$ cat config.mk
export PLATFORM = sky130hd
export DESIGN_NAME = ggs_front
export DESIGN_NICKNAME = d
export VERILOG_FILES = /design/src/hw/rtl/go_to_goal_steering_assert.svh /design/src/hw/rtl/ggs_pkg.sv /design/src/hw/rtl/ggs_front.sv
export SDC_FILE = /design/constraint.sdc
export NUM_CORES = 2
export LEC_CHECK = 0
export ABC_AREA = 0
export BUFFER_PORTS_ARGS = -buffer_cell sky130_fd_sc_hd__buf_2
export CORE_ASPECT_RATIO = 1.75
export CORE_MARGIN = 10
export CORE_UTILIZATION = 30
export CTS_CLUSTER_DIAMETER = 50
export CTS_CLUSTER_SIZE = 16
export DETAILED_ROUTE_END_ITERATION = 8
export PLACE_DENSITY_LB_ADDON = 0.25
export REMOVE_ABC_BUFFERS = 1
export SYNTH_ARGS = -nofsm -noshare
export SYNTH_HDL_FRONTEND = slang
export SYNTH_SLANG_ARGS = --single-unit
$ cat constraint.sdc
create_clock -name clk_i -period 18.9 [get_ports clk_i]
set_input_delay 2.835 -clock clk_i [delete_from_list [all_inputs] [get_ports clk_i]]
set_output_delay 2.835 -clock clk_i [all_outputs]
set_load 0.01 [all_outputs]
$ cat src/hw/rtl/go_to_goal_steering_assert.svh
// Assertion macros used by the steering top level.
// Each macro expects clk_i and rst_ni in the scope where it is used.
`ifndef GO_TO_GOAL_STEERING_ASSERT_SVH
`define GO_TO_GOAL_STEERING_ASSERT_SVH

`ifndef SYNTHESIS
// same-cycle implication
`define GGS_ASSERT_IMP(name, ante, cons) \
  name: assert property (@(posedge clk_i) disable iff (!rst_ni) (ante) |-> (cons)) \
    else $error("go_to_goal_steering: assertion failed");
// next-cycle implication
`define GGS_ASSERT_NXT(name, ante, cons) \
  name: assert property (@(posedge clk_i) disable iff (!rst_ni) (ante) |=> (cons)) \
    else $error("go_to_goal_steering: assertion failed");
`else
`define GGS_ASSERT_IMP(name, ante, cons)
`define GGS_ASSERT_NXT(name, ante, cons)
`endif

`endif

$ cat src/hw/rtl/ggs_pkg.sv
// Shared types, widths and constants of the go-to-goal steering block.
// No dependencies; imported by every RTL module.
`timescale 1ns / 1ps
`default_nettype none

package ggs_pkg;

  // CORDIC datapath widths
  localparam int unsigned XY_W = 28;  // x, y scaled by 256, with gain headroom
  localparam int unsigned Z_W  = 24;  // angle accumulator, Q20 radians
  // square root datapath widths
  localparam int unsigned N_W  = 34;  // squared distance, padded to an even width
  localparam int unsigned Q_W  = 17;  // root
  localparam int unsigned R_W  = 18;  // partial remainder
  localparam int unsigned SQRT_DIGITS = N_W / 2;
  localparam int unsigned MAX_STEPS   = 24;

  localparam logic signed [Z_W-1:0] HALF_PI_Q20 = 24'sd1647099;
  // distance above 0.1 exactly when dx^2 + dy^2 > 10485
  localparam logic [N_W-1:0] NEAR_D2  = 34'd10485;
  // 0.2 rad in rad * 4096
  localparam logic [17:0]    TURN_LIM = 18'd819;

  // configuration register indexes
  typedef enum logic [2:0] {
    CFG_TARGET_X  = 3'd0,
    CFG_TARGET_Y  = 3'd1,
    CFG_GAIN      = 3'd2,
    CFG_MAX_SPEED = 3'd3
  } cfg_idx_e;

  localparam logic signed [15:0] RST_TARGET_X  = 16'sd1024;
  localparam logic signed [15:0] RST_TARGET_Y  = 16'sd1024;
  localparam logic [11:0]        RST_GAIN      = 12'd256;
  localparam logic [15:0]        RST_MAX_SPEED = 16'd3072;

  typedef struct packed {
    logic signed [15:0] target_x;
    logic signed [15:0] target_y;
    logic [11:0]        gain;
    logic [15:0]        max_speed;
  } cfg_t;

  // one item in flight through the cell row
  typedef struct packed {
    logic signed [XY_W-1:0] x;
    logic signed [XY_W-1:0] y;
    logic signed [Z_W-1:0]  z;
    logic [N_W-1:0]         n;    // radicand, shifted up two bits per root digit
    logic [Q_W-1:0]         q;    // root so far
    logic [R_W-1:0]         r;    // remainder so far
    logic signed [14:0]     hd;   // measured heading
    logic                   far;  // outside the stop radius
  } item_t;

  // arctangent of 2^-i in Q20, rounded to nearest except index 21, which is rounded up
  function automatic logic signed [Z_W-1:0] atan_q20(input int unsigned idx);
    logic signed [Z_W-1:0] v;
    case (idx)
      0:  v = 24'sd823550;
      1:  v = 24'sd486170;
      2:  v = 24'sd256879;
      3:  v = 24'sd130396;
      4:  v = 24'sd65451;
      5:  v = 24'sd32757;
      6:  v = 24'sd16383;
      7:  v = 24'sd8192;
      8:  v = 24'sd4096;
      9:  v = 24'sd2048;
      10: v = 24'sd1024;
      11: v = 24'sd512;
      12: v = 24'sd256;
      13: v = 24'sd128;
      14: v = 24'sd64;
      15: v = 24'sd32;
      16: v = 24'sd16;
      17: v = 24'sd8;
      18: v = 24'sd4;
      19: v = 24'sd2;
      20: v = 24'sd1;
      21: v = 24'sd1;
      default: v = '0;
    endcase
    return v;
  endfunction

endpackage

`default_nettype wire

$ cat src/hw/rtl/ggs_front.sv
// Front stages: goal offset, squares and quadrant fold, squared distance.
// Depends on ggs_pkg; feeds the first ggs_cell.
`timescale 1ns / 1ps
`default_nettype none

module ggs_front (
  input  logic               clk_i,
  input  logic               rst_ni,
  input  ggs_pkg::cfg_t      cfg_i,
  input  logic               valid_i,
  output logic               ready_o,
  input  logic signed [15:0] pos_x_i,
  input  logic signed [15:0] pos_y_i,
  input  logic signed [14:0] heading_i,
  output logic               valid_o,
  input  logic               ready_i,
  output ggs_pkg::item_t     data_o
);
  import ggs_pkg::*;

  logic v0_q, v1_q, v2_q;
  logic r0, r1, r2;

  // stage 0: offset to the goal
  logic signed [16:0] dx_q, dy_q;
  logic signed [14:0] hd0_q;
  // stage 1: squares and folded start vector
  logic [31:0]            sqx_q, sqy_q;
  logic signed [XY_W-1:0] x1_q, y1_q;
  logic signed [Z_W-1:0]  z1_q;
  logic signed [14:0]     hd1_q;
  // stage 2: item for the cell row
  item_t data_q;

  logic signed [33:0] sqx_full, sqy_full;
  logic signed [17:0] fx, fy;
  logic signed [Z_W-1:0] fz;
  logic [32:0] d2;

  assign r2 = !v2_q || ready_i;
  assign r1 = !v1_q || r2;
  assign r0 = !v0_q || r1;
  assign ready_o = r0;

  // fold the vector into the right half plane by a quarter turn
  always_comb begin
    sqx_full = dx_q * dx_q;
    sqy_full = dy_q * dy_q;
    if (dx_q < 0) begin
      if (dy_q >= 0) begin
        fx = {dy_q[16], dy_q};
        fy = -{dx_q[16], dx_q};
        fz = HALF_PI_Q20;
      end else begin
        fx = -{dy_q[16], dy_q};
        fy = {dx_q[16], dx_q};
        fz = -HALF_PI_Q20;
      end
    end else begin
      fx = {dx_q[16], dx_q};
      fy = {dy_q[16], dy_q};
      fz = '0;
    end
  end

  assign d2 = {1'b0, sqx_q} + {1'b0, sqy_q};

  always_ff @(posedge clk_i or negedge rst_ni) begin
    if (!rst_ni) begin
      v0_q <= 1'b0;
      v1_q <= 1'b0;
      v2_q <= 1'b0;
    end else begin
      if (r0) v0_q <= valid_i;
      if (r1) v1_q <= v0_q;
      if (r2) v2_q <= v1_q;
    end
  end

  always_ff @(posedge clk_i) begin
    if (valid_i && r0) begin
      dx_q  <= {cfg_i.target_x[15], cfg_i.target_x} - {pos_x_i[15], pos_x_i};
      dy_q  <= {cfg_i.target_y[15], cfg_i.target_y} - {pos_y_i[15], pos_y_i};
      hd0_q <= heading_i;
    end
    if (v0_q && r1) begin
      sqx_q <= sqx_full[31:0];
      sqy_q <= sqy_full[31:0];
      x1_q  <= {{2{fx[17]}}, fx, 8'b0};
      y1_q  <= {{2{fy[17]}}, fy, 8'b0};
      z1_q  <= fz;
      hd1_q <= hd0_q;
    end
    if (v1_q && r2) begin
      data_q.x   <= x1_q;
      data_q.y   <= y1_q;
      data_q.z   <= z1_q;
      data_q.n   <= {1'b0, d2};
      data_q.q   <= '0;
      data_q.r   <= '0;
      data_q.hd  <= hd1_q;
      data_q.far <= ({1'b0, d2} > NEAR_D2);
    end
  end

  assign valid_o = v2_q;
  assign data_o  = data_q;

endmodule

`default_nettype wire

==> qor.yml <==
outcome: "finished, final reports clean"
io_pins: 278
ys_async_sr_fraction_pct: 1.17
cts_resized: 0
wl_per_cell_um: 17.9
max_cap_viols: 0
dp.final_hpwl_um: 66300
grt_first_pass_wirelength_um: 127000
worstPathBufferInverterCount: 4
cpLargestDelayFamily: "adder cells"
cts_inserted_buffers: 30
area_growth_synth_to_finish_pct: 10.7
cpPeakStageDelay_ns: 0.84
clock_sinks: 256
timing.critical_path.from_type: "flip-flop"
tightest_slew_ns: 1.12
fp-row-count: 156
via_count_of_the_first_global_routing_pass: 22900
cp.arrival_ns: 8.02
post-cts-setup-buffers: 0
port_buffers: 197
netlist-cell-type-count: 75
groute.usage.overall_pct: 13.9
ys_seq_area_share_pct: 24.7
synth-seq-cells: 256
gp_congestion: 0.828
cell_mode_on_critical_path: "fa_1"
finalWirelength_um: 81000
final_hold_viol_count: 0
cts_tree: "yes"
chipWidth_um: 263
final-setup-viol-count: 0
cp_cell_sequence: "clkinv_1 -> nor2_1 -> ha_1 -> xor2_1 -> fa_1 -> fa_1 -> inv_1 -> fa_1 -> fa_1 -> inv_1 -> fa_1 -> inv_1 -> ha_1 -> a2111oi_0 -> o21ai_0 -> o21ai_0 -> o22ai_1 -> o41ai_2 -> o221ai_1 -> or4_1 -> a211o_1 -> o211ai_1"
detail-route-antenna-nets: 0
cts.htree.levels: 1
timing.slew.headroom_pct: 25.1
cp-end-kind: "flip-flop"
fin_ws_ns: 11.35
slowest_stage: "edfxtp_1"
crit_path_max_fanout: 15
grt_antenna_before_repair: 1
fin_tns_setup_ns: 0
layout_cells_sized_above_1_pct: 10.1
die_area_um2: 117000
first_iter_violations: 735
finClkSkew_ns: 0.0332
globalRoute.totalOverflow: 0
avgSynthCellArea_um2: 10.4
placement.setup.worst_slack_ns: 11.35
drt-vias-per-instance: 4.48
netlist_instances: 2998
worstSkewPairLatency_ns: 0.65
post-route-drc-count: 0
netlist.top_cell.by_area: "fa_1"
grt_setup_unrepaired: "no"
via_count: 20300
cts_max_path_buffers: 3
cell_area_after_technology_mapping_um2: 31100
final_period_minus_worst_setup_slack_ns: 7.55
clk_pin_slew_worst_paths_ns: 0.07
cts.hold.buffers_added: 0
synth_area_leaders: "fa_1 33%, edfxtp_1 24%, ha_1 9.6%, inv_1 8.7%, xnor2_1 3.4%"
critPathKind: "flip-flop to flip-flop"
final_nets: 4027
final.fill_count: 10700
yosys_warnings: 0
detailed_place.area_um2: 33400
timing.critical_path.required_ns: 19.37
clk_root_buffer_cell: "clkbuf_16"
pin_count_of_the_biggest_net_entering_global_routing: 62
hold_class: "flip-flop to flip-flop"
initial_core_util_pct: 30.2
coreArea_um2: 103000
number_of_flops_mapped_to_enable_cells_by_yosys: 253
chipHeight_um: 446
maxSlewViolCount: 0
final_area_um2: 34400
post-route-period-util_pct: 40.0
max_freq_ghz: 0.132
yosys.area.top_type_share_pct: 33.1
most_frequently_used_flop_master_after_synthesis: "edfxtp_1"
detailedRoute.firstPassIterationCount: 5
[flip-flops by register name, summed over array words and instances (netlist names)]
| register | cells |
|---|---|
| dx_q | 17 |
| z1_q | 3 |
| hd0_q | 15 |
| v1_q | 1 |
| data_o | 88 |
| valid_o | 1 |
| hd1_q | 15 |
| v0_q | 1 |
| x1_q | 18 |
| sqy_q | 31 |
| sqx_q | 31 |
| y1_q | 18 |
| dy_q | 17 |
[layout make-up]
class | instances | area [µm²] | area share, %
timing repair buffer | 238 | 1290 | 3.76
multi-input combinational | 1905 | 20000 | 58.1
sequential | 256 | 7670 | 22.3
tap | 1343 | 1680 | 4.88
clock inverter | 21 | 277 | 0.803
antenna | 2 | 5.00 | 0.0145
inverter | 732 | 2750 | 7.98
clock buffer | 30 | 751 | 2.18
[worst reg2reg max path, delay by kind of cell (launching register included)]
kind	cells	cell delay, ns
compound gates	8	1.79
xor+xnor	1	0.19
fa+ha+maj	7	2.97
buf+inv	4	0.80
flops	1	0.84
simple gates	2	0.78
[per-layer routing]
layer / global-route usage [%] / vias up / wire [µm]
li1: - / 9567 / -
met1: 15.0 / 10300 / 30700
met2: 27.3 / 321 / 45500
met3: 1.39 / 107 / 2250
met4: 4.83 / 0 / 2620
met5: 0 / - / 0
[synth_stat cells, drive strengths merged, types with 7 or more instances]
master    n
edfxtp  253
nor3     28
o21ai    51
fa      514
a21oi    85
o21bai   10
nand2   218
and2     94
a211oi   16
ha      239
nand3    29
xnor2   119
nor2    146
and3     19
o21a     18
clkinv    8
buf      82
o211ai    8
nand2b   17
clkbuf   75
or3      17
nor2b    25
inv     724
o31ai    17
or4       8
a21o     37
a221oi    7
a31oi     9
xor2     39
[cell usage in the layout (no fill, tap or decap), drive strengths merged, types with 18 or more instances in the layout]
cell      n
nor3     28
inv     736
o21a     18
xnor2   119
nand2   218
buf     238
nand3    29
and2     94
conb     53
fa      514
a21oi    85
xor2     39
and3     19
ha      239
edfxtp  253
nor2b    25
clkbuf   30
a21o     37
nor2    146
o21ai    51
[path summary, 6_finish.rpt]
check	from	to	slack [ns]	cells after the start
max	dy_q[14]	sqy_q[30]	11.35	22
min	x1_q[13]	data_o[150]	0.40	0
max reg2reg	dy_q[14]	sqy_q[30]	11.35	22
min reg2reg	x1_q[13]	data_o[150]	0.40	0
max in group asynchronous	rst_ni	v0_q	16.81	1
min in group asynchronous	rst_ni	valid_o	1.99	1
[cells by family after synthesis]
group	count (synthesis)	share of synthesized area, %
flip-flops	256	24.7
buffers and inverters	889	11.7
AND/OR/NAND/NOR	629	9.60
multiplexers	10	0.342
adder cells (fa/ha/maj)	753	42.7
AO/OA/AOI/OAI	302	6.56
other	1	0.0121
XOR/XNOR	158	4.45
[metrics by stage]
| step | std cells | hold WS (ns) | utilization (%) |
|---|---|---|---|
| floorplan | 2893 | 0.400 | - |
| global placement | 4474 | 0.401 | 32.4 |
| detailed placement | 4474 | 0.405 | 32.4 |
| CTS | 4525 | 0.406 | 33.4 |
| global route | 4525 | 0.403 | 33.4 |
| finish | 4527 | 0.403 | 33.4 |
Power is not shown: default switching activity piles up to over one toggle a cycle in this logic, so the estimate is an artifact.
