`config.mk`:
```
export PLATFORM = sky130hd
export DESIGN_NAME = ggs_cell
export DESIGN_NICKNAME = d
export VERILOG_FILES = /design/src/hw/rtl/go_to_goal_steering_assert.svh /design/src/hw/rtl/ggs_pkg.sv /design/src/hw/rtl/ggs_cell.sv
export SDC_FILE = /design/constraint.sdc
export NUM_CORES = 1
export LEC_CHECK = 0
export BUFFER_PORTS_ARGS = -buffer_cell sky130_fd_sc_hd__buf_2
export CAP_MARGIN = 30
export CORE_UTILIZATION = 55
export CTS_BUF_LIST = sky130_fd_sc_hd__clkbuf_2
export DETAILED_ROUTE_END_ITERATION = 10
export PLACE_DENSITY = 0.84
export SLEW_MARGIN = 10
export SYNTH_ARGS = -nofsm -noshare
export SYNTH_HDL_FRONTEND = slang
export SYNTH_SLANG_ARGS = --single-unit
```
`constraint.sdc`:
```
create_clock -name clk_i -period 6.5 [get_ports clk_i]
set_clock_uncertainty 0.1 [all_clocks]
set_input_delay 0.325 -clock clk_i [delete_from_list [all_inputs] [get_ports clk_i]]
set_output_delay 0.325 -clock clk_i [all_outputs]
set_load 0.1 [all_outputs]
```
`src/hw/rtl/go_to_goal_steering_assert.svh`:
```
// Assertion macros used by the steering top level.
// Each macro expects clk_i and rst_ni in the scope where it is used.
`ifndef GO_TO_GOAL_STEERING_ASSERT_SVH
`define GO_TO_GOAL_STEERING_ASSERT_SVH

`ifndef SYNTHESIS
// same-cycle implication
`define GGS_ASSERT_IMP(name, ante, cons) \
  name: assert property (@(posedge clk_i) disable iff (!rst_ni) (ante) |-> (cons)) \
    else $error("go_to_goal_steering: assertion failed");
// next-cycle implication
`define GGS_ASSERT_NXT(name, ante, cons) \
  name: assert property (@(posedge clk_i) disable iff (!rst_ni) (ante) |=> (cons)) \
    else $error("go_to_goal_steering: assertion failed");
`else
`define GGS_ASSERT_IMP(name, ante, cons)
`define GGS_ASSERT_NXT(name, ante, cons)
`endif

`endif

```
`src/hw/rtl/ggs_pkg.sv`:
```
// Shared types, widths and constants of the go-to-goal steering block.
// No dependencies; imported by every RTL module.
`timescale 1ns / 1ps
`default_nettype none

package ggs_pkg;

  // CORDIC datapath widths
  localparam int unsigned XY_W = 28;  // x, y scaled by 256, with gain headroom
  localparam int unsigned Z_W  = 24;  // angle accumulator, Q20 radians
  // square root datapath widths
  localparam int unsigned N_W  = 34;  // squared distance, padded to an even width
  localparam int unsigned Q_W  = 17;  // root
  localparam int unsigned R_W  = 18;  // partial remainder
  localparam int unsigned SQRT_DIGITS = N_W / 2;
  localparam int unsigned MAX_STEPS   = 24;

  localparam logic signed [Z_W-1:0] HALF_PI_Q20 = 24'sd1647099;
  // distance above 0.1 exactly when dx^2 + dy^2 > 10485
  localparam logic [N_W-1:0] NEAR_D2  = 34'd10485;
  // 0.2 rad in rad * 4096
  localparam logic [17:0]    TURN_LIM = 18'd819;

  // configuration register indexes
  typedef enum logic [2:0] {
    CFG_TARGET_X  = 3'd0,
    CFG_TARGET_Y  = 3'd1,
    CFG_GAIN      = 3'd2,
    CFG_MAX_SPEED = 3'd3
  } cfg_idx_e;

  localparam logic signed [15:0] RST_TARGET_X  = 16'sd1024;
  localparam logic signed [15:0] RST_TARGET_Y  = 16'sd1024;
  localparam logic [11:0]        RST_GAIN      = 12'd256;
  localparam logic [15:0]        RST_MAX_SPEED = 16'd3072;

  typedef struct packed {
    logic signed [15:0] target_x;
    logic signed [15:0] target_y;
    logic [11:0]        gain;
    logic [15:0]        max_speed;
  } cfg_t;

  // one item in flight through the cell row
  typedef struct packed {
    logic signed [XY_W-1:0] x;
    logic signed [XY_W-1:0] y;
    logic signed [Z_W-1:0]  z;
    logic [N_W-1:0]         n;    // radicand, shifted up two bits per root digit
    logic [Q_W-1:0]         q;    // root so far
    logic [R_W-1:0]         r;    // remainder so far
    logic signed [14:0]     hd;   // measured heading
    logic                   far;  // outside the stop radius
  } item_t;

  // arctangent of 2^-i in Q20, rounded to nearest except index 21, which is rounded up
  function automatic logic signed [Z_W-1:0] atan_q20(input int unsigned idx);
    logic signed [Z_W-1:0] v;
    case (idx)
      0:  v = 24'sd823550;
      1:  v = 24'sd486170;
      2:  v = 24'sd256879;
      3:  v = 24'sd130396;
      4:  v = 24'sd65451;
      5:  v = 24'sd32757;
      6:  v = 24'sd16383;
      7:  v = 24'sd8192;
      8:  v = 24'sd4096;
      9:  v = 24'sd2048;
      10: v = 24'sd1024;
      11: v = 24'sd512;
      12: v = 24'sd256;
      13: v = 24'sd128;
      14: v = 24'sd64;
      15: v = 24'sd32;
      16: v = 24'sd16;
      17: v = 24'sd8;
      18: v = 24'sd4;
      19: v = 24'sd2;
      20: v = 24'sd1;
      21: v = 24'sd1;
      default: v = '0;
    endcase
    return v;
  endfunction

endpackage

`default_nettype wire

```
`src/hw/rtl/ggs_cell.sv`:
```
// One cell of the row: a CORDIC vectoring step, a square root digit, or both, as IDX selects.
// Depends on ggs_pkg.
`timescale 1ns / 1ps
`default_nettype none

module ggs_cell #(
  parameter int unsigned IDX   = 0,
  parameter int unsigned STEPS = 16
) (
  input  logic           clk_i,
  input  logic           rst_ni,
  input  logic           valid_i,
  output logic           ready_o,
  input  ggs_pkg::item_t data_i,
  output logic           valid_o,
  input  logic           ready_i,
  output ggs_pkg::item_t data_o
);
  import ggs_pkg::*;

  localparam bit DoRot  = (IDX < STEPS);
  localparam bit DoSqrt = (IDX < SQRT_DIGITS);
  localparam logic signed [Z_W-1:0] Atan = atan_q20(IDX);

  logic   valid_q;
  item_t  data_q, data_d;

  logic signed [XY_W-1:0] x_in, y_in, xs, ys;
  logic [R_W+1:0]         rs, trial;

  // rotation and digit recurrence
  always_comb begin
    data_d = data_i;
    x_in   = data_i.x;
    y_in   = data_i.y;
    xs     = x_in >>> IDX;
    ys     = y_in >>> IDX;
    rs     = {data_i.r, data_i.n[N_W-1 -: 2]};
    trial  = {1'b0, data_i.q, 2'b01};
    if (DoRot) begin
      if (y_in > 0) begin
        data_d.x = x_in + ys;
        data_d.y = y_in - xs;
        data_d.z = data_i.z + Atan;
      end else begin
        data_d.x = x_in - ys;
        data_d.y = y_in + xs;
        data_d.z = data_i.z - Atan;
      end
    end
    if (DoSqrt) begin
      data_d.n = {data_i.n[N_W-3:0], 2'b00};
      if (rs >= trial) begin
        data_d.r = R_W'(rs - trial);
        data_d.q = {data_i.q[Q_W-2:0], 1'b1};
      end else begin
        data_d.r = rs[R_W-1:0];
        data_d.q = {data_i.q[Q_W-2:0], 1'b0};
      end
    end
  end

  // stage register; moves on whenever the next stage can take the beat
  assign ready_o = !valid_q || ready_i;

  always_ff @(posedge clk_i or negedge rst_ni) begin
    if (!rst_ni) begin
      valid_q <= 1'b0;
    end else if (ready_o) begin
      valid_q <= valid_i;
    end
  end

  always_ff @(posedge clk_i) begin
    if (valid_i && ready_o) begin
      data_q <= data_d;
    end
  end

  assign valid_o = valid_q;
  assign data_o  = data_q;

endmodule

`default_nettype wire

```
==> run metrics, run 1 <==
initial antenna violation count=1; post-CTS resize count=0; Setup Buffers After CTS=0; Die Ht=149.7 microns; wire per inst=between 20 and 25 microns; Area Overhead vs Synth=27.99%; setup TNS=0 ns; crit path buf inv count=5; Yosys warning count=0; first-pass GRT wire length=59,690 microns; DRC violations left=0; #FFs+latches synth=163; # fillers=1,489; unrepaired setup endpoints after global routing=false; post-synthesis cell area=11,990 sq um; Clock Latency Late Sink=0.78 ns; CTS clock-pin slew for the worst setup and hold paths=0.27 ns; DR vias/cell=5.943; DRT antenna net count=0; grt ovf=0; Min-Delay Path Class=in -> reg; Max-slew headroom=36.94%; Crit path largest cell delay=about 0.55 ns; CTS tree=built; Tot GR Track Use=35.56%; reg2reg setup slack=around 4.3 ns; Avg Synthesized Cell Area=9.920 sq um; fmax=224.2 MHz; std cell rows=53; Detail Placement HPWL=29,220 microns; period utilisation layout=68.63%; CP required=6.96 ns; Mapped Cells=between 1,000 and 1,500; reg2reg path depth=3; die span in x=about 150 microns; Final Instance Area=between 15,000 and 20,000 sq um; final hold vios=0; IO buf count=about 330; Initial Utilization=56.52%; FFs w/ async S/R, synth=0.6135%; largest net degree at the start of global routing=between 70 and 80; EDFF count, synth=162; status=finished clean; Worst Hold Slack=0.08220 ns; CP delay by family, top=buffers and inverters; Post-CTS Hold Buffers=124; wirelength, routed=just over 40,000 microns; most common cell after layout, fill and taps aside=buf_2; DR vias=11,510; Final #Nets=slightly below 2,000; WP depth=18; critical path class=in -> reg; H-tree lvl count=4; share of cells above drive strength 1=25.00%; Max-Cap Viols=0; Slew Limit Fails=0; CP Max Fanout=31; setup ws final=2.039 ns; Sink Count=about 160; routability congestion estimate=0.9886; Slew @ Worst Pin=0.9459 ns; Yosys top cell by area=edfxtp_1; DP Area=13,810 sq um; final core utilization=72.33%; io pins=336; Num CTS Buffers=17; Cell Chain, Critical Path=dlygate4sd3_1, buf_2, nor4_1, nand4_1, nor2_1, or2_2, inv_1, buf_4, ha_1, a21oi_1, o21ai_0, a31o_2, a31oi_2, o21ai_1, a211o_1, a21oi_1, xnor2_1, dlygate4sd3_1; Seq/Total Area, Yosys=40.77%; Min Clock Period, post-route=about 4.5 ns; FF-to-FF Start=valid_o; Slowest-stage cell, CP=dlygate4sd3_1; r2r endpoint=data_o[116]; deepest clock path buffer count=2; CP endpoint=data_o[106]; startpoint types=input pin; Iter 0 DRT Violations=919; top cell type's share of synthesized area=between 40 and 50%; DP Cell Count=about 1,800; Core ar.=approximately 21,000 sq um; Post-Layout Cell Count=just under 2,000; critical path startpoint=data_i[110]; most frequent cells in the layout=333 x buf_2, 162 x edfxtp_1, 124 x dlygate4sd3_1; clock root cell=clkbuf_2; final setup violation count=0; leakage=slightly below 7 nW; Worst Path Arrival=approximately 4.9 ns; Cell Pwr Density=236.1 nW/um^2; Unique masters post-synth=78; VDD IR-drop max=0.0001496 V; CP Capture Type=flip-flop; top cells by area, synth=edfxtp_1 41%, ha_1 13%, xnor2_1 5.8%; vias in the first global route=roughly 11,000; TritonRoute pass-1 iters=8; hold_sp=data_i[33]; Pwr Total=3.624 mW; Die Footprint=22,400 sq um; DP Worst Slack=2.314 ns; Post-synth top flop=edfxtp_1
==> cell usage after synthesis, drive strengths merged (17+ instances only) <==
master,instances
nand2,61
xnor2,79
nor2b,17
nor3,24
o21ai,73
a21o,35
nor2,94
clkbuf,20
buf,23
inv,113
o21bai,18
a21oi,111
ha,121
edfxtp,162
==> report_power, final <==
group          switching [mW]  internal (mW)  leakage, nW
registers              0.0305           1.29         1.55
clock network           0.461          0.143        0.163
logic                    1.25          0.450         5.15
==> final cells by class <==
class	count	area (sq um)	area share, %
Multi-Input combinational cell	889	6452	42.04
Sequential cell	163	4890	31.86
Timing Repair Buffer	461	2938	19.14
Inverter	115	431.7	2.812
Tap cell	275	344.1	2.242
Clock inverter	15	203.9	1.329
Clock buffer	17	85.08	0.5543
Antenna cell	2	5.005	0.03261
==> cells by family (layout without fill, tap and decap cells) <==
logic type | after synthesis | in the layout | share of synthesized area [%]
AO/OA/AOI/OAI | 360 | 360 | 19.62
AND/OR/NAND/NOR | 282 | 282 | 11.38
adder cells (fa/ha/maj) | 125 | 125 | 13.29
buffers and inverters | 158 | 608 | 5.477
other | 1 | 4 | 0.03127
flip-flops | 163 | 163 | 40.77
multiplexers | 30 | 30 | 2.848
XOR/XNOR | 90 | 90 | 6.573
==> worst min-delay path by stage <==
| stage | end | slack (ns) | cells past startpoint |
|---|---|---|---|
| floorplan | valid_o | -0.07 | 0 |
| detailed placement | valid_o | 0.003 | 1 |
| global placement | valid_o | 0.0005 | 1 |
| global route | data_o[63] | 0.03 | 2 |
| CTS | data_o[34] | 0.02 | 3 |
| finish | data_o[34] | 0.08 | 3 |
==> state kept, by name, summed over array words and instances (netlist names) <==
name and cells:
data_o 162, valid_o 1
==> worst min-delay path, stage by stage <==
cell and delay, ns:
buf_2 0.09, nor2_1 0.06, o21ai_4 0.30
==> per-layer routing <==
layer | GRT usage, % | vias to the layer above | part of all wire [%] | routed length (microns)
met5 | 0 | - | 0 | 0
met3 | 7.073 | 126 | 9.0 | 3662
met4 | 19.09 | 0 | 4.9 | 1982
li1 | - | 5260 | - | -
met1 | 43.02 | 5438 | 38 | 15530
met2 | 59.63 | 687 | 48 | 19530
Note: power is estimated with default switching activity, not from simulation.
==> inputs of run 2 (changes only) <==
- CORE_UTILIZATION: 55 -> 50
- PLACE_DENSITY: 0.84 -> 0.8
- clock period: 6.5 -> 3.75 ns (I/O delays scaled with it)
==> run metrics, run 2 (same netlist as run 1, synthesis figures left out) <==
Sink Count=163; largest net degree at the start of global routing=61; Worst Hold Slack=0.04368 ns; DP Cell Count=between 1,500 and 2,000; DRT antenna net count=0; IO buf count=333; CP Max Fanout=10; Max-Cap Viols=0; leakage=between 7 and 8 nW; Reg power frac=a little over a third; Largest register FFs=~160; Slew @ Worst Pin=between 0.8 and 0.9 ns; std cell rows=56; Comb power frac=48.5%; final hold vios=0; DRC violations left=0; CTS tree=built; die span in x=156.9 microns; DR vias=12,260; Final #Nets=2,076; Setup Buffers After CTS=0; Die Ht=~160 microns; clock power share=between 10% and 20%; startpoint types=input pin; FF-to-FF Start=valid_o; status=finished clean; setup ws final=~0.25 ns; share of cells above drive strength 1=25.85%; DR vias/cell=5.787; r2r endpoint=data_o[101]; Num CTS Buffers=17; fmax=285.7 MHz; reg2reg path depth=3; period utilisation layout=93.35%; critical path class=in -> reg; Initial Utilization=51.09%; routability congestion estimate=0.9609; Max-slew headroom=40.72%; Cell Pwr Density=around 400 nW/um^2; first-pass GRT wire length=65,730 microns; CP Capture Type=flip-flop; sw frac=between 40% and 50%; Min Clock Period, post-route=3.501 ns; most common cell after layout, fill and taps aside=buf_2; VDD IR-drop max=around 0.00022 V; Post-Layout Cell Count=2,118; wirelength, routed=roughly 45,000 microns; CP required=approximately 4.2 ns; Tot GR Track Use=~36%; Core ar.=~23,000 sq um; Iter 0 DRT Violations=1,428; wire per inst=21.34 microns; vias in the first global route=around 12,000; Detail Placement HPWL=30,180 microns; deepest clock path buffer count=2; reg2reg setup slack=~1.5 ns; Worst Path Arrival=~4.0 ns; Die Footprint=between 20,000 and 25,000 sq um; Pwr Total=6.518 mW; most frequent cells in the layout=333 x buf_2, 210 x dlygate4sd3_1, 162 x edfxtp_1; critical path startpoint=data_i[110]; clock root cell=clkbuf_2; final setup violation count=0; CTS clock-pin slew for the worst setup and hold paths=0.32 ns; H-tree lvl count=4; Clock Latency Late Sink=0.80 ns; io pins=approximately 340; Area Overhead vs Synth=38.83%; unrepaired setup endpoints after global routing=false; DP Worst Slack=-0.09446 ns; CP endpoint=data_o[106]; grt ovf=0; initial antenna violation count=3; Internal=3.419 mW; Min-Delay Path Class=in -> reg; Slew Limit Fails=0; TritonRoute pass-1 iters=6; sw power=3.099 mW
==> run 2: area by class of cell <==
class | count | area (sq um)
Fill cell | 1710 | 6823
Multi-Input combinational cell | 889 | 6452
Sequential cell | 163 | 4890
Timing Repair Buffer | 596 | 4192
Inverter | 115 | 431.7
Tap cell | 319 | 399.1
Clock inverter | 15 | 190.2
Clock buffer | 17 | 85.08
Antenna cell | 4 | 10.01
==> run 2: timing repair <==
| action | CTS | global route |
|---|---|---|
| hold endpoints to repair | 175 | 4 |
| hold buffers | 206 | 4 |
| gates resized for setup | 0 | 1 |
| setup endpoints to repair | 0 | 1 |
==> run 2: layer usage <==
metal | vias up | wire [microns] | track usage (%)
met3 | 163 | 3600 | 6.397
li1 | 5534 | - | -
met2 | 760 | 21770 | 60.04
met1 | 5799 | 17270 | 42.17
met4 | 0 | 2567 | 21.62
met5 | - | 0 | 0
==> run 2: worst min-delay path by stage <==
stage | cells past startpoint | startpoint | end
global route | 2 | data_i[4] | data_o[4]
detailed placement | 1 | rst_ni | valid_o
finish | 2 | data_i[4] | data_o[4]
CTS | 2 | data_i[4] | data_o[4]
floorplan | 0 | rst_ni | valid_o
global placement | 1 | rst_ni | valid_o
==> run 2: critical path, cell delays in order <==
cell,delay [ns]
buf_2,0.14
nor4_1,0.33
nand4_1,0.19
nor2_1,0.21
or2_2,0.19
inv_1,0.19
ha_1,0.40
nor2b_1,0.16
o21ai_0,0.22
o21bai_1,0.15
a31oi_2,0.31
o21ai_1,0.20
a211o_1,0.28
a21oi_1,0.17
xnor2_1,0.07
dlygate4sd3_1,0.54
==> run 2: per-stage QoR <==
step	instance area, sq um	TNS [ns]	utilization, %
floorplan	12000	0	-
global placement	14260	-0.03310	60.76
detailed placement	14260	-0.1127	60.76
CTS	16600	0	70.72
global route	16650	0	70.92
finish	16650	0	70.93
==> run 2: power by group through the flow <==
stage                     combinational, mW  clock [mW]  sequential [mW]
after floorplan                        1.04           0             3.47
after global placement                 2.80           0             2.33
after detailed placement               2.82           0             2.33
after CTS                              3.06        1.05             2.29
after global routing                   3.31        1.12             2.31
final                                  3.16        1.05             2.30
