==> src/hw/rtl/go_to_goal_steering_assert.svh <==
// Assertion macros used by the steering top level.
// Each macro expects clk_i and rst_ni in the scope where it is used.
`ifndef GO_TO_GOAL_STEERING_ASSERT_SVH
`define GO_TO_GOAL_STEERING_ASSERT_SVH

`ifndef SYNTHESIS
// same-cycle implication
`define GGS_ASSERT_IMP(name, ante, cons) \
  name: assert property (@(posedge clk_i) disable iff (!rst_ni) (ante) |-> (cons)) \
    else $error("go_to_goal_steering: assertion failed");
// next-cycle implication
`define GGS_ASSERT_NXT(name, ante, cons) \
  name: assert property (@(posedge clk_i) disable iff (!rst_ni) (ante) |=> (cons)) \
    else $error("go_to_goal_steering: assertion failed");
`else
`define GGS_ASSERT_IMP(name, ante, cons)
`define GGS_ASSERT_NXT(name, ante, cons)
`endif

`endif

==> src/hw/rtl/ggs_pkg.sv <==
// Shared types, widths and constants of the go-to-goal steering block.
// No dependencies; imported by every RTL module.
`timescale 1ns / 1ps
`default_nettype none

package ggs_pkg;

  // CORDIC datapath widths
  localparam int unsigned XY_W = 28;  // x, y scaled by 256, with gain headroom
  localparam int unsigned Z_W  = 24;  // angle accumulator, Q20 radians
  // square root datapath widths
  localparam int unsigned N_W  = 34;  // squared distance, padded to an even width
  localparam int unsigned Q_W  = 17;  // root
  localparam int unsigned R_W  = 18;  // partial remainder
  localparam int unsigned SQRT_DIGITS = N_W / 2;
  localparam int unsigned MAX_STEPS   = 24;

  localparam logic signed [Z_W-1:0] HALF_PI_Q20 = 24'sd1647099;
  // distance above 0.1 exactly when dx^2 + dy^2 > 10485
  localparam logic [N_W-1:0] NEAR_D2  = 34'd10485;
  // 0.2 rad in rad * 4096
  localparam logic [17:0]    TURN_LIM = 18'd819;

  // configuration register indexes
  typedef enum logic [2:0] {
    CFG_TARGET_X  = 3'd0,
    CFG_TARGET_Y  = 3'd1,
    CFG_GAIN      = 3'd2,
    CFG_MAX_SPEED = 3'd3
  } cfg_idx_e;

  localparam logic signed [15:0] RST_TARGET_X  = 16'sd1024;
  localparam logic signed [15:0] RST_TARGET_Y  = 16'sd1024;
  localparam logic [11:0]        RST_GAIN      = 12'd256;
  localparam logic [15:0]        RST_MAX_SPEED = 16'd3072;

  typedef struct packed {
    logic signed [15:0] target_x;
    logic signed [15:0] target_y;
    logic [11:0]        gain;
    logic [15:0]        max_speed;
  } cfg_t;

  // one item in flight through the cell row
  typedef struct packed {
    logic signed [XY_W-1:0] x;
    logic signed [XY_W-1:0] y;
    logic signed [Z_W-1:0]  z;
    logic [N_W-1:0]         n;    // radicand, shifted up two bits per root digit
    logic [Q_W-1:0]         q;    // root so far
    logic [R_W-1:0]         r;    // remainder so far
    logic signed [14:0]     hd;   // measured heading
    logic                   far;  // outside the stop radius
  } item_t;

  // arctangent of 2^-i in Q20, rounded to nearest except index 21, which is rounded up
  function automatic logic signed [Z_W-1:0] atan_q20(input int unsigned idx);
    logic signed [Z_W-1:0] v;
    case (idx)
      0:  v = 24'sd823550;
      1:  v = 24'sd486170;
      2:  v = 24'sd256879;
      3:  v = 24'sd130396;
      4:  v = 24'sd65451;
      5:  v = 24'sd32757;
      6:  v = 24'sd16383;
      7:  v = 24'sd8192;
      8:  v = 24'sd4096;
      9:  v = 24'sd2048;
      10: v = 24'sd1024;
      11: v = 24'sd512;
      12: v = 24'sd256;
      13: v = 24'sd128;
      14: v = 24'sd64;
      15: v = 24'sd32;
      16: v = 24'sd16;
      17: v = 24'sd8;
      18: v = 24'sd4;
      19: v = 24'sd2;
      20: v = 24'sd1;
      21: v = 24'sd1;
      default: v = '0;
    endcase
    return v;
  endfunction

endpackage

`default_nettype wire

==> src/hw/rtl/ggs_back.sv <==
// Back stages: heading error, branch choice, speed product and output register.
// Depends on ggs_pkg; takes the last ggs_cell's beat.
`timescale 1ns / 1ps
`default_nettype none

module ggs_back (
  input  logic           clk_i,
  input  logic           rst_ni,
  input  ggs_pkg::cfg_t  cfg_i,
  input  logic           valid_i,
  output logic           ready_o,
  input  ggs_pkg::item_t data_i,
  output logic           out_valid_o,
  input  logic           out_stall_i,
  output logic [15:0]    linear_speed_o,
  output logic [14:0]    turn_rate_o
);
  import ggs_pkg::*;

  logic v1_q, out_valid_q;
  logic r1, r2;

  logic        turn_q, drive_q;
  logic [14:0] aerr_q;
  logic [28:0] prod_q;
  logic [15:0] lin_q;
  logic [14:0] turn_rate_q;

  logic signed [Z_W:0]  zr;
  logic signed [16:0]   brg;
  logic signed [17:0]   err;
  logic [17:0]          aerr;
  logic                 turn;
  logic [20:0]          lin_full;
  logic [15:0]          lin_cap;

  assign r2 = !out_valid_q || !out_stall_i;
  assign r1 = !v1_q || r2;
  assign ready_o = r1;

  // bearing rounded to rad * 4096, then the unwrapped heading error
  always_comb begin
    zr   = {data_i.z[Z_W-1], data_i.z} + 25'sd128;
    brg  = zr[Z_W:8];
    err  = {brg[16], brg} - {{3{data_i.hd[14]}}, data_i.hd};
    aerr = err[17] ? 18'(-err) : 18'(err);
    turn = data_i.far && (aerr > TURN_LIM);
  end

  // speed cap
  assign lin_full = prod_q[28:8];
  assign lin_cap  = (lin_full > {5'b0, cfg_i.max_speed}) ? cfg_i.max_speed : lin_full[15:0];

  always_ff @(posedge clk_i or negedge rst_ni) begin
    if (!rst_ni) begin
      v1_q        <= 1'b0;
      out_valid_q <= 1'b0;
    end else begin
      if (r1) v1_q <= valid_i;
      if (r2) out_valid_q <= v1_q;
    end
  end

  always_ff @(posedge clk_i) begin
    if (valid_i && r1) begin
      turn_q  <= turn;
      drive_q <= data_i.far && !turn;
      aerr_q  <= aerr[14:0];
      prod_q  <= {17'b0, cfg_i.gain} * {12'b0, data_i.q};
    end
    if (v1_q && r2) begin
      lin_q       <= drive_q ? lin_cap : '0;
      turn_rate_q <= turn_q ? aerr_q : '0;
    end
  end

  assign out_valid_o    = out_valid_q;
  assign linear_speed_o = lin_q;
  assign turn_rate_o    = turn_rate_q;

endmodule

`default_nettype wire
==> config.mk <==
export PLATFORM = sky130hd
export DESIGN_NAME = ggs_back
export DESIGN_NICKNAME = d
export VERILOG_FILES = /design/src/hw/rtl/go_to_goal_steering_assert.svh /design/src/hw/rtl/ggs_pkg.sv /design/src/hw/rtl/ggs_back.sv
export SDC_FILE = /design/constraint.sdc
export NUM_CORES = 1
export LEC_CHECK = 0
export BUFFER_PORTS_ARGS = -buffer_cell sky130_fd_sc_hd__buf_2
export CORE_ASPECT_RATIO = 1.2
export CORE_MARGIN = 2
export CORE_UTILIZATION = 55
export DETAILED_ROUTE_END_ITERATION = 8
export GPL_ROUTABILITY_DRIVEN = 0
export GPL_TIMING_DRIVEN = 0
export PLACE_DENSITY = 0.81
export SYNTH_ARGS = -nofsm -noshare
export SYNTH_HDL_FRONTEND = slang
export SYNTH_SLANG_ARGS = --single-unit
==> constraint.sdc <==
create_clock -name clk_i -period 4.2 [get_ports clk_i]
set_input_delay 0.21 -clock clk_i [delete_from_list [all_inputs] [get_ports clk_i]]
set_output_delay 0.21 -clock clk_i [all_outputs]
set_load 0.01 [all_outputs]
==> metrics.yaml, run 1 <==
p_comb_share_pct: 78.2
worst_setup_path_start_kind: "input pin"
wire_per_inst_um: 19.3
path_clk_slew_ps: 60
cts_num_sinks: 71
worstSkewPairLatency_ps: 330
yosysTopAreaCell: "fa_1"
synth_top_area_share_pct: 27.1
fin_crit_ps: 5320
cp.required_ps: 4260
viasPerCell: 5.84
fp-row-count: 56
final_nets: 1895
grt_first_pass_wirelength_um: 44500
die_w_um: 134
antenna_found_initial: 1
relSlewSlack_pct: 37.0
hp-class: "in2reg"
clock-root-buffer: "clkbuf_16"
coreArea_sq_mm: 0.0196
hpwl_um: 20400
grt_pass1_vias: 9435
seq_area_frac_synth_pct: 19.2
tightest_slew_ps: 943
maxCapViolCount: 0
power_frac_seq_pct: 13.5
hold_viol: 0
slew_violations: 0
clock_path_buffers: 2
p_int_mw: 5.48
synth-edff-count: 69
power_frac_clock_pct: 8.3
outcome: "complete, but fails checks"
htreeDepth: 3
synth_flop_cell: "edfxtp_1"
powerDensity_mw_per_mm2: 702
max_freq_mhz: 188
holdWs_ps: 89.4
setup_viol: 19
io_buffers: 109
grt_max_degree: 39
grt_usage_pct: 25.9
crit_type: "in2reg"
initial_utilization_pct: 56.5
diodes: 0
worst-path-max-fanout: 8
synth-seq-cells: 71
fp.dieH_um: 159
violations: "negative setup slack"
end_kind: "register"
cts_tree: "done"
syn_nets: 1699
finalWorstSetupSlack_ps: -1120
async_reset_ff_share_pct: 2.82
grt_setup_unrepaired: "true"
fin_tns_setup_ps: -12600
netlist_area_sq_mm: 0.0111
syn_area_per_cell_sq_um: 9.07
switchingPower_mw: 4.35
yosysWarnings: 0
synthToLayoutAreaGrowth_pct: 26.5
min_period_over_period_pct: 127
firstDrtPassIters: 8
fill_cells: 1290
arrival_ps: 5390
switching_share_pct: 44.3
pin_count: 262
p_leak_nw: 6.75
synth_area_leaders: "fa_1, edfxtp_1, ha_1, inv_1, nand2_1"
vias: 9824
syn_inst: 1221
drc_errors: 0
drt_iter0_drc: 1075
dieArea_sq_mm: 0.0213
grt-ovfl-total: 0
skew_ps: 8.62
drive_gt1_share_pct: 26.4
routed_wl_um: 32500
yosysUniqueCellTypes: 73
antenna_left: 0
stdcell_area_sq_mm: 0.0140
ir_drop_uv: 885
place_area_sq_mm: 0.0123
cts-buffers-inserted: 9
synth_stat cells (all sizes together), types with 7 or more instances:
cell and instances:
buf 7, xor2 13, nand2 158, edfxtp 69, a21o 17, clkbuf 46
xnor2 47, a21oi 49, fa 150, o21ai 36, inv 232, nor3 7
nand3 24, and2 86, nor2 44, ha 99, nand4 16, o21a 12
or3 17, and3 7
layout by cell type, fill, tap and decap left out, types with 5 or more instances in the layout:
cell       Yosys  layout
a21o_1        16      16
a21oi_1       43      38
a21oi_2        5       9
and2_1        86      80
and2_4         0       5
and3_1         7       6
buf_12         0       6
buf_2          5     100
buf_4          1      65
buf_6          1      19
buf_8          0      15
clkbuf_1      46      13
clkbuf_16      0      23
edfxtp_1      69      69
fa_1         150     137
fa_2           0      13
ha_1          99      85
ha_4           0      12
inv_1        232     210
inv_2          0      22
nand2_1      158     133
nand2_2        0      18
nand2_4        0       7
nand2b_1       5       5
nand3_1       24      23
nand4_1       16      16
nor2_1        44      38
nor2_2         0       5
nor3_1         7       6
o21a_1        12      11
o21ai_0       34      33
or3_1         17      17
xnor2_1       46      43
xor2_1        13      13
cells by family after synthesis:
family | synth area share (%)
XOR/XNOR | 4.81
flip-flops | 19.2
multiplexers | 0.305
AO/OA/AOI/OAI | 9.88
buffers and inverters | 9.82
AND/OR/NAND/NOR | 17.7
adder cells (fa/ha/maj) | 38.3
metrics by stage:
step / util, % / instances / setup WS (ps) / power, mW
2_1_floorplan: - / 1221 / -749 / 5.67
3_3_place_gp: 62.7 / 1591 / -1360 / 6.70
3_5_place_dp: 62.7 / 1591 / -1440 / 6.86
4_1_cts: 68.2 / 1642 / -690 / 8.27
5_1_grt: 71.4 / 1683 / -1250 / 10.5
6_report: 71.4 / 1683 / -1120 / 9.83
worst max-delay path: stages:
cell and delay [ps]:
buf_12 100, clkbuf_16 150, nand2_1 90, fa_1 520, inv_1 160, fa_1 580
inv_1 130, fa_1 490, fa_1 530, fa_1 560, inv_1 50, ha_1 360
a21oi_2 190, o21bai_2 100, buf_4 150, a31oi_4 180, nor2b_2 80, o21a_2 260
o41ai_2 310, xnor2_1 150
repair_timing:
action | CTS | global route
resized for setup | 96 | 110
buffers inserted | 35 | 41
gates cloned | 0 | 2
pin swaps | 48 | 80
hold buffers | 1 | 0
setup endpoints to repair | 19 | 21
hold endpoints to repair | 2 | 0
metal layers:
metal / share of wire [%] / GRT usage [%] / vias up
li1: - / - / 4306
met1: 37 / 32.3 / 4648
met2: 47 / 43.8 / 659
met3: 9.0 / 4.14 / 211
met4: 7.5 / 12.7 / 0
met5: 0 / 0 / -
flip-flops by register name, summed over array words and instances, names as in the netlist:
name            cells
aerr_q             15
drive_q             1
linear_speed_o     16
out_valid_o         1
prod_q             21
turn_q              1
turn_rate_o        15
v1_q                1
worst paths after layout:
| path | startpoint | to | slack, ps | depth (start not counted) |
|---|---|---|---|---|
| min in group asynchronous | rst_ni | out_valid_o$_DFFE_PN0P_ | 200 | 2 |
| max in group asynchronous | rst_ni | v1_q$_DFFE_PN0N_ | 3900 | 2 |
| hold reg to reg | v1_q$_DFFE_PN0N_ | out_valid_o$_DFFE_PN0P_ | 490 | 1 |
| setup / recovery | cfg_i[23] | prod_q[21]$_DFFE_PP_ | -1120 | 20 |
| hold / removal | valid_i | v1_q$_DFFE_PN0N_ | 90 | 2 |
| setup reg to reg | prod_q[9]$_DFFE_PP_ | linear_speed_o[15]$_SDFFCE_PN0P_ | 1240 | 12 |
power groups by stage:
stage	combinational (mW)	clock (mW)	sequential, mW
after floorplan	4.37	0	1.31
after global placement	5.37	0	1.33
after detailed placement	5.53	0	1.33
after CTS	6.14	0.812	1.32
after global routing	8.35	0.851	1.33
final	7.69	0.815	1.32
area by class of cell:
class / instances / area, sq um / share of cell area [%]
multi-input cells: 865 / 8360 / 59.7
flip-flops and latches: 71 / 2120 / 15.1
repair buffers: 186 / 1340 / 9.54
inverters: 232 / 871 / 6.22
plain buffers: 52 / 669 / 4.78
well taps: 261 / 327 / 2.33
clock buffers: 10 / 229 / 1.63
clock inverters: 6 / 92.6 / 0.661
(Power assumes the default switching activity.)
==> inputs of run 2 (changes only) <==
BUFFER_PORTS_ARGS = -buffer_cell sky130_fd_sc_hd__buf_4   (was -buffer_cell sky130_fd_sc_hd__buf_2)
CORE_UTILIZATION = 30   (was 55)
PLACE_DENSITY = default   (was 0.81)
==> metrics.yaml, run 2 (synthesis gave the netlist of run 1 again) <==
htreeDepth: 3  # unchanged
worst-path-max-fanout: 5  # was 8
p_leak_nw: 6.69  # was 6.75 nW
grt_pass1_vias: 9000  # was 9,435
grt_first_pass_wirelength_um: 45300  # was 44,500 um
setup_viol: 17  # was 19
cts_tree: "done"  # unchanged
routed_wl_um: 28200  # was 32,500 um
pin_count: 262  # unchanged
layout_commonest_cell: "inv_1"  # unchanged
vias: 8851  # was 9,824
fp-row-count: 77  # was 56
drive_gt1_share_pct: 23.8  # was 26.4%
initial_utilization_pct: 30.3  # was 56.5%
viasPerCell: 4.73  # was 5.84
drc_errors: 0  # unchanged
clock-root-buffer: "clkbuf_16"  # unchanged
skew_ps: 6.61  # was 8.62 ps
synthToLayoutAreaGrowth_pct: 28.8  # was 26.5%
clock_path_buffers: 2  # unchanged
max_freq_mhz: 204  # was 188 MHz
regMostFlops: "prod_q"  # unchanged
multi_input_area_sq_mm: 0.00835  # was 0.00836 sq mm
io_buffers: 109  # unchanged
crit_type: "in2reg"  # unchanged
grt_max_degree: 39  # unchanged
slowest_stage: "fa_1"  # unchanged
maxCapViolCount: 0  # unchanged
powerDensity_mw_per_mm2: 639  # was 702 mW/mm^2
slew_violations: 0  # unchanged
coreArea_sq_mm: 0.0366  # was 0.0196 sq mm
finalPower_mw: 9.11  # was 9.83 mW
cp.required_ps: 4290  # was 4260 ps
slowest_delay_ps: 590  # was 580 ps
fill_cells: 3654  # was 1,290
path_cells: "buf_8 -> clkbuf_16 -> buf_8 -> nand2_4 -> fa_2 -> fa_2 -> inv_2 -> fa_1 -> inv_2 -> fa_1 -> inv_2 -> fa_1 -> ha_4 -> a21o_1 -> a21o_1 -> a21oi_2 -> o32ai_4 -> and4_4 -> nor4_4 -> buf_4 -> o31ai_4 -> a21oi_2 -> xnor2_1"  # was buf_12 -> clkbuf_16 -> nand2_1 -> fa_1 -> inv_1 -> fa_1 -> inv_1 -> fa_1 -> fa_1 -> fa_1 -> inv_1 -> ha_1 -> a21oi_2 -> o21bai_2 -> buf_4 -> a31oi_4 -> nor2b_2 -> o21a_2 -> o41ai_2 -> xnor2_1
cts_num_sinks: 71  # unchanged
place_area_sq_mm: 0.0129  # was 0.0123 sq mm
outcome: "complete, but fails checks"  # unchanged
grt-ovfl-total: 0  # unchanged
largest_reg_flops: 21  # unchanged
grt_usage_pct: 14.6  # was 25.9%
hold_viol: 0  # unchanged
violations: "negative setup slack"  # unchanged
antenna_left: 0  # unchanged
finalWorstSetupSlack_ps: -712  # was -1120 ps
final_cell_mix: "inv_1, fa_1, buf_4"  # was inv_1, fa_1, nand2_1
firstDrtPassIters: 4  # was 8
antenna_found_initial: 0  # was 1
worstSkewPairLatency_ps: 330  # about the same
hpwl_um: 22600  # was 20,400 um
die_w_um: 179  # was 134 um
cts-buffers-inserted: 9  # unchanged
critPathTopFamily: "adder cells"  # unchanged
min_period_over_period_pct: 117  # was 127%
hp-class: "in2reg"  # unchanged
grt_setup_unrepaired: "true"  # unchanged
dieArea_sq_mm: 0.0385  # was 0.0213 sq mm
worst_setup_path_start_kind: "input pin"  # unchanged
arrival_ps: 5000  # was 5390 ps
final_nets: 1871  # was 1,895
fin_crit_ps: 4910  # was 5320 ps
seq_area_sq_mm: 0.00212  # unchanged
path_buf_inv: 7  # was 6
drt_iter0_drc: 342  # was 1,075
relSlewSlack_pct: 40.3  # was 37.0%
ir_drop_uv: 727  # was 885 uV
wire_per_inst_um: 15.1  # was 19.3 um
path_clk_slew_ps: 60  # about the same
end_kind: "register"  # unchanged
diodes: 0  # unchanged
fp.dieH_um: 214  # was 159 um
tightest_slew_ps: 895  # was 943 ps
stdcell_area_sq_mm: 0.0143  # was 0.0140 sq mm
-- run 2: routing by layer --
layer	share of wire, %	track usage [%]	wire (um)
met1	41	17.4	11400
met3	3.5	1.85	995
met4	3.3	5.96	937
met5	0	0	0
met2	53	26.3	14800
-- run 2: worst register-to-register path: cells and delay by family, from the launching register on --
| kind | cells | cell delay [ps] |
|---|---|---|
| and+or+nand+nor | 2 | 430 |
| buffers and inverters | 1 | 330 |
| AOI/OAI and AO/OA | 8 | 1390 |
| adders and majority gates | 1 | 310 |
| DFF | 1 | 390 |
-- run 2: layout make-up --
type,instances,area share (%)
Clock inverter,5,0.351
Buffer,52,4.74
Multi-Input combinational cell,865,58.5
Sequential cell,71,14.9
Tap cell,474,4.16
Clock buffer,10,1.61
Inverter,232,6.11
Timing Repair Buffer,162,9.65
-- run 2: report_power, final --
part / total (mW) / leakage (nW) / internal, mW / switching [mW]
logic: 7.07 / 5.86 / 3.58 / 3.49
clock network: 0.734 / 0.133 / 0.451 / 0.283
registers: 1.31 / 0.695 / 1.23 / 0.0765
-- run 2: per-stage QoR --
step	hold WS, ps	util (%)	TNS (ps)	instances	setup slack (ps)
after floorplan	-85.6	-	-7170	1221	-749
after global placement	-6.69	35.1	-21140	1804	-1450
after detailed placement	-5.65	35.1	-19970	1805	-1460
after CTS	75.7	37.7	-8010	1847	-848
after global routing	79.1	39.0	-10710	1871	-902
final	87.8	39.0	-7720	1871	-712
-- run 2: final timing paths --
| path | to | cells after the start | slack, ps | startpoint |
|---|---|---|---|---|
| setup / recovery | prod_q[26]$_DFFE_PP_ | 23 | -710 | data_i[39] |
| hold / removal | v1_q$_DFFE_PN0N_ | 2 | 90 | valid_i |
| setup reg to reg | linear_speed_o[12]$_SDFFCE_PN0P_ | 12 | 1160 | prod_q[9]$_DFFE_PP_ |
| hold reg to reg | out_valid_o$_DFFE_PN0P_ | 1 | 490 | v1_q$_DFFE_PN0N_ |
| max in group asynchronous | v1_q$_DFFE_PN0N_ | 2 | 3920 | rst_ni |
| min in group asynchronous | out_valid_o$_DFFE_PN0P_ | 2 | 200 | rst_ni |
-- run 2: repair_timing --
action                     in CTS  in global routing
buffers inserted               27                 24
setup endpoints to repair      19                 20
hold buffers                    1                  0
gates cloned                    2                  0
gates resized for setup        86                 85
hold endpoints to repair        2                  0
pin swaps                      49                 62
==> inputs of run 3 (changes only) <==
CORE_UTILIZATION = 56   (was 30)
PLACE_DENSITY = 0.83   (was default)
==> metrics.yaml, run 3 (synthesis gave the netlist of run 1 again) <==
endpoint: "prod_q[21]$_DFFE_PP_"  # was prod_q[26]$_DFFE_PP_
arrival_ps: 5320  # was 5000 ps
outcome: "complete, but fails checks"  # unchanged
grt_usage_pct: 27.9  # was 14.6%
clock_path_buffers: 2  # unchanged
worst-path-max-fanout: 4  # was 5
coreArea_sq_mm: 0.0195  # was 0.0366 sq mm
fill_cells: 1292  # was 3,654
htreeDepth: 3  # unchanged
reg2reg_slack_ps: 1080  # was 1160 ps
crit_type: "in2reg"  # unchanged
skew_ps: 9.88  # was 6.61 ps
path_clk_slew_ps: 60  # about the same
reg2reg_depth: 12  # unchanged
stdcell_area_sq_mm: 0.0141  # was 0.0143 sq mm
fp.dieH_um: 158  # was 214 um
largest_reg_flops: 21  # unchanged
worst_setup_path_start_kind: "input pin"  # unchanged
routed_wl_um: 32000  # was 28,200 um
tightest_slew_ps: 965  # was 895 ps
violations: "negative setup slack"  # unchanged
hold_viol: 0  # unchanged
die_w_um: 132  # was 179 um
drc_errors: 0  # unchanged
min_period_over_period_pct: 125  # was 117%
final_cells: 1665  # was 1,871
pre_cts_slack_ps: -1490  # was -1460 ps
grt_first_pass_wirelength_um: 46300  # was 45,300 um
layout_commonest_cell: "inv_1"  # unchanged
holdWs_ps: 73.8  # was 87.8 ps
diodes: 0  # unchanged
pin_count: 262  # unchanged
final_cell_mix: "inv_1, buf_4, fa_1"  # was inv_1, fa_1, buf_4
end_kind: "register"  # unchanged
grt_setup_unrepaired: "true"  # unchanged
synthToLayoutAreaGrowth_pct: 27.7  # was 28.8%
p_leak_nw: 6.74  # was 6.69 nW
max_freq_mhz: 190  # was 204 MHz
fin_crit_ps: 5250  # was 4910 ps
relSlewSlack_pct: 35.5  # was 40.3%
wire_per_inst_um: 19.2  # was 15.1 um
viasPerCell: 5.89  # was 4.73
hpwl_um: 20900  # was 22,600 um
worstSkewPairLatency_ps: 340  # was 330 ps
maxCapViolCount: 0  # unchanged
slew_violations: 0  # unchanged
setup_viol: 19  # was 17
grt_max_degree: 39  # unchanged
antenna_found_initial: 0  # unchanged
final_nets: 1878  # was 1,871
vias: 9811  # was 8,851
drt_iter0_drc: 991  # was 342
rr_endpoint: "linear_speed_o[15]$_SDFFCE_PN0P_"  # was linear_speed_o[12]$_SDFFCE_PN0P_
ir_drop_uv: 933  # was 727 uV
grt-ovfl-total: 0  # unchanged
cts-buffers-inserted: 9  # unchanged
io_buffers: 109  # unchanged
regMostFlops: "prod_q"  # unchanged
finalWorstSetupSlack_ps: -1050  # was -712 ps
critPathLaunch: "data_i[35]"  # was data_i[39]
fp-row-count: 56  # was 77
numPlacedInstances: 1591  # was 1,805
antenna_left: 0  # unchanged
hp-class: "in2reg"  # unchanged
cts_num_sinks: 71  # unchanged
drive_gt1_share_pct: 26.1  # was 23.8%
finalPower_mw: 9.85  # was 9.11 mW
powerDensity_mw_per_mm2: 696  # was 639 mW/mm^2
dieArea_sq_mm: 0.0209  # was 0.0385 sq mm
fin_tns_setup_ps: -11860  # was -7720 ps
place_area_sq_mm: 0.0126  # was 0.0129 sq mm
reg2reg_from: "prod_q[9]$_DFFE_PP_"  # unchanged
cp.required_ps: 4270  # was 4290 ps
clock-root-buffer: "clkbuf_16"  # unchanged
grt_pass1_vias: 9599  # was 9,000
firstDrtPassIters: 7  # was 4
final_util_pct: 72.6  # was 39.0%
initial_utilization_pct: 56.9  # was 30.3%
cts_tree: "done"  # unchanged
run 3: power breakdown:
part           leakage, nW  switching, mW  internal (mW)
registers            0.695         0.0906           1.23
clock network        0.124          0.275          0.387
logic                 5.92           4.10           3.76
run 3: layout make-up:
cell class              instances  area (sq um)  area share, %
clock buffers                   9           225           1.59
well taps                     261           327           2.31
multi-input cells             865          8400           59.4
flip-flops and latches         71          2120           15.0
repair buffers                169          1450           10.3
clock inverters                 6          28.8          0.203
plain buffers                  52           712           5.03
inverters                     232           871           6.16
run 3: routing by layer:
metal / share of wire [%] / up-vias / global-route usage, %
met2: 49 / 658 / 48.7
met3: 8.3 / 223 / 4.42
met1: 36 / 4652 / 33.6
met5: 0 / - / 0
li1: - / 4278 / -
met4: 7.4 / 0 / 13.9
run 3: worst min path at each step:
stage          startpoint                       to  slack [ps]  cells after the start
2_1_floorplan      rst_ni  out_valid_o$_DFFE_PN0P_         -90                      0
3_3_place_gp       rst_ni  out_valid_o$_DFFE_PN0P_          -7                      1
3_5_place_dp       rst_ni  out_valid_o$_DFFE_PN0P_          -6                      1
4_1_cts           valid_i         v1_q$_DFFE_PN0N_          80                      2
5_1_grt           valid_i         v1_q$_DFFE_PN0N_         110                      2
6_report          valid_i         v1_q$_DFFE_PN0N_          70                      2
run 3: critical path: stages:
cell,delay (ps)
buf_6,100
clkbuf_16,140
buf_12,130
nand2_1,120
fa_1,490
fa_1,590
inv_2,60
fa_2,380
fa_1,500
inv_1,70
fa_1,500
inv_2,50
ha_4,160
a21o_1,180
a21o_1,180
a21oi_2,180
o21bai_2,120
buf_4,150
a31oi_4,180
nor2b_2,90
o21a_2,230
o41ai_2,360
xnor2_1,140
run 3: timing repair:
action                     in CTS  in global routing
buffers inserted               39                 21
hold buffers                    1                  0
pin swaps                      74                 53
gates resized for setup       142                 63
setup endpoints to repair      20                 21
hold endpoints to repair        2                  0
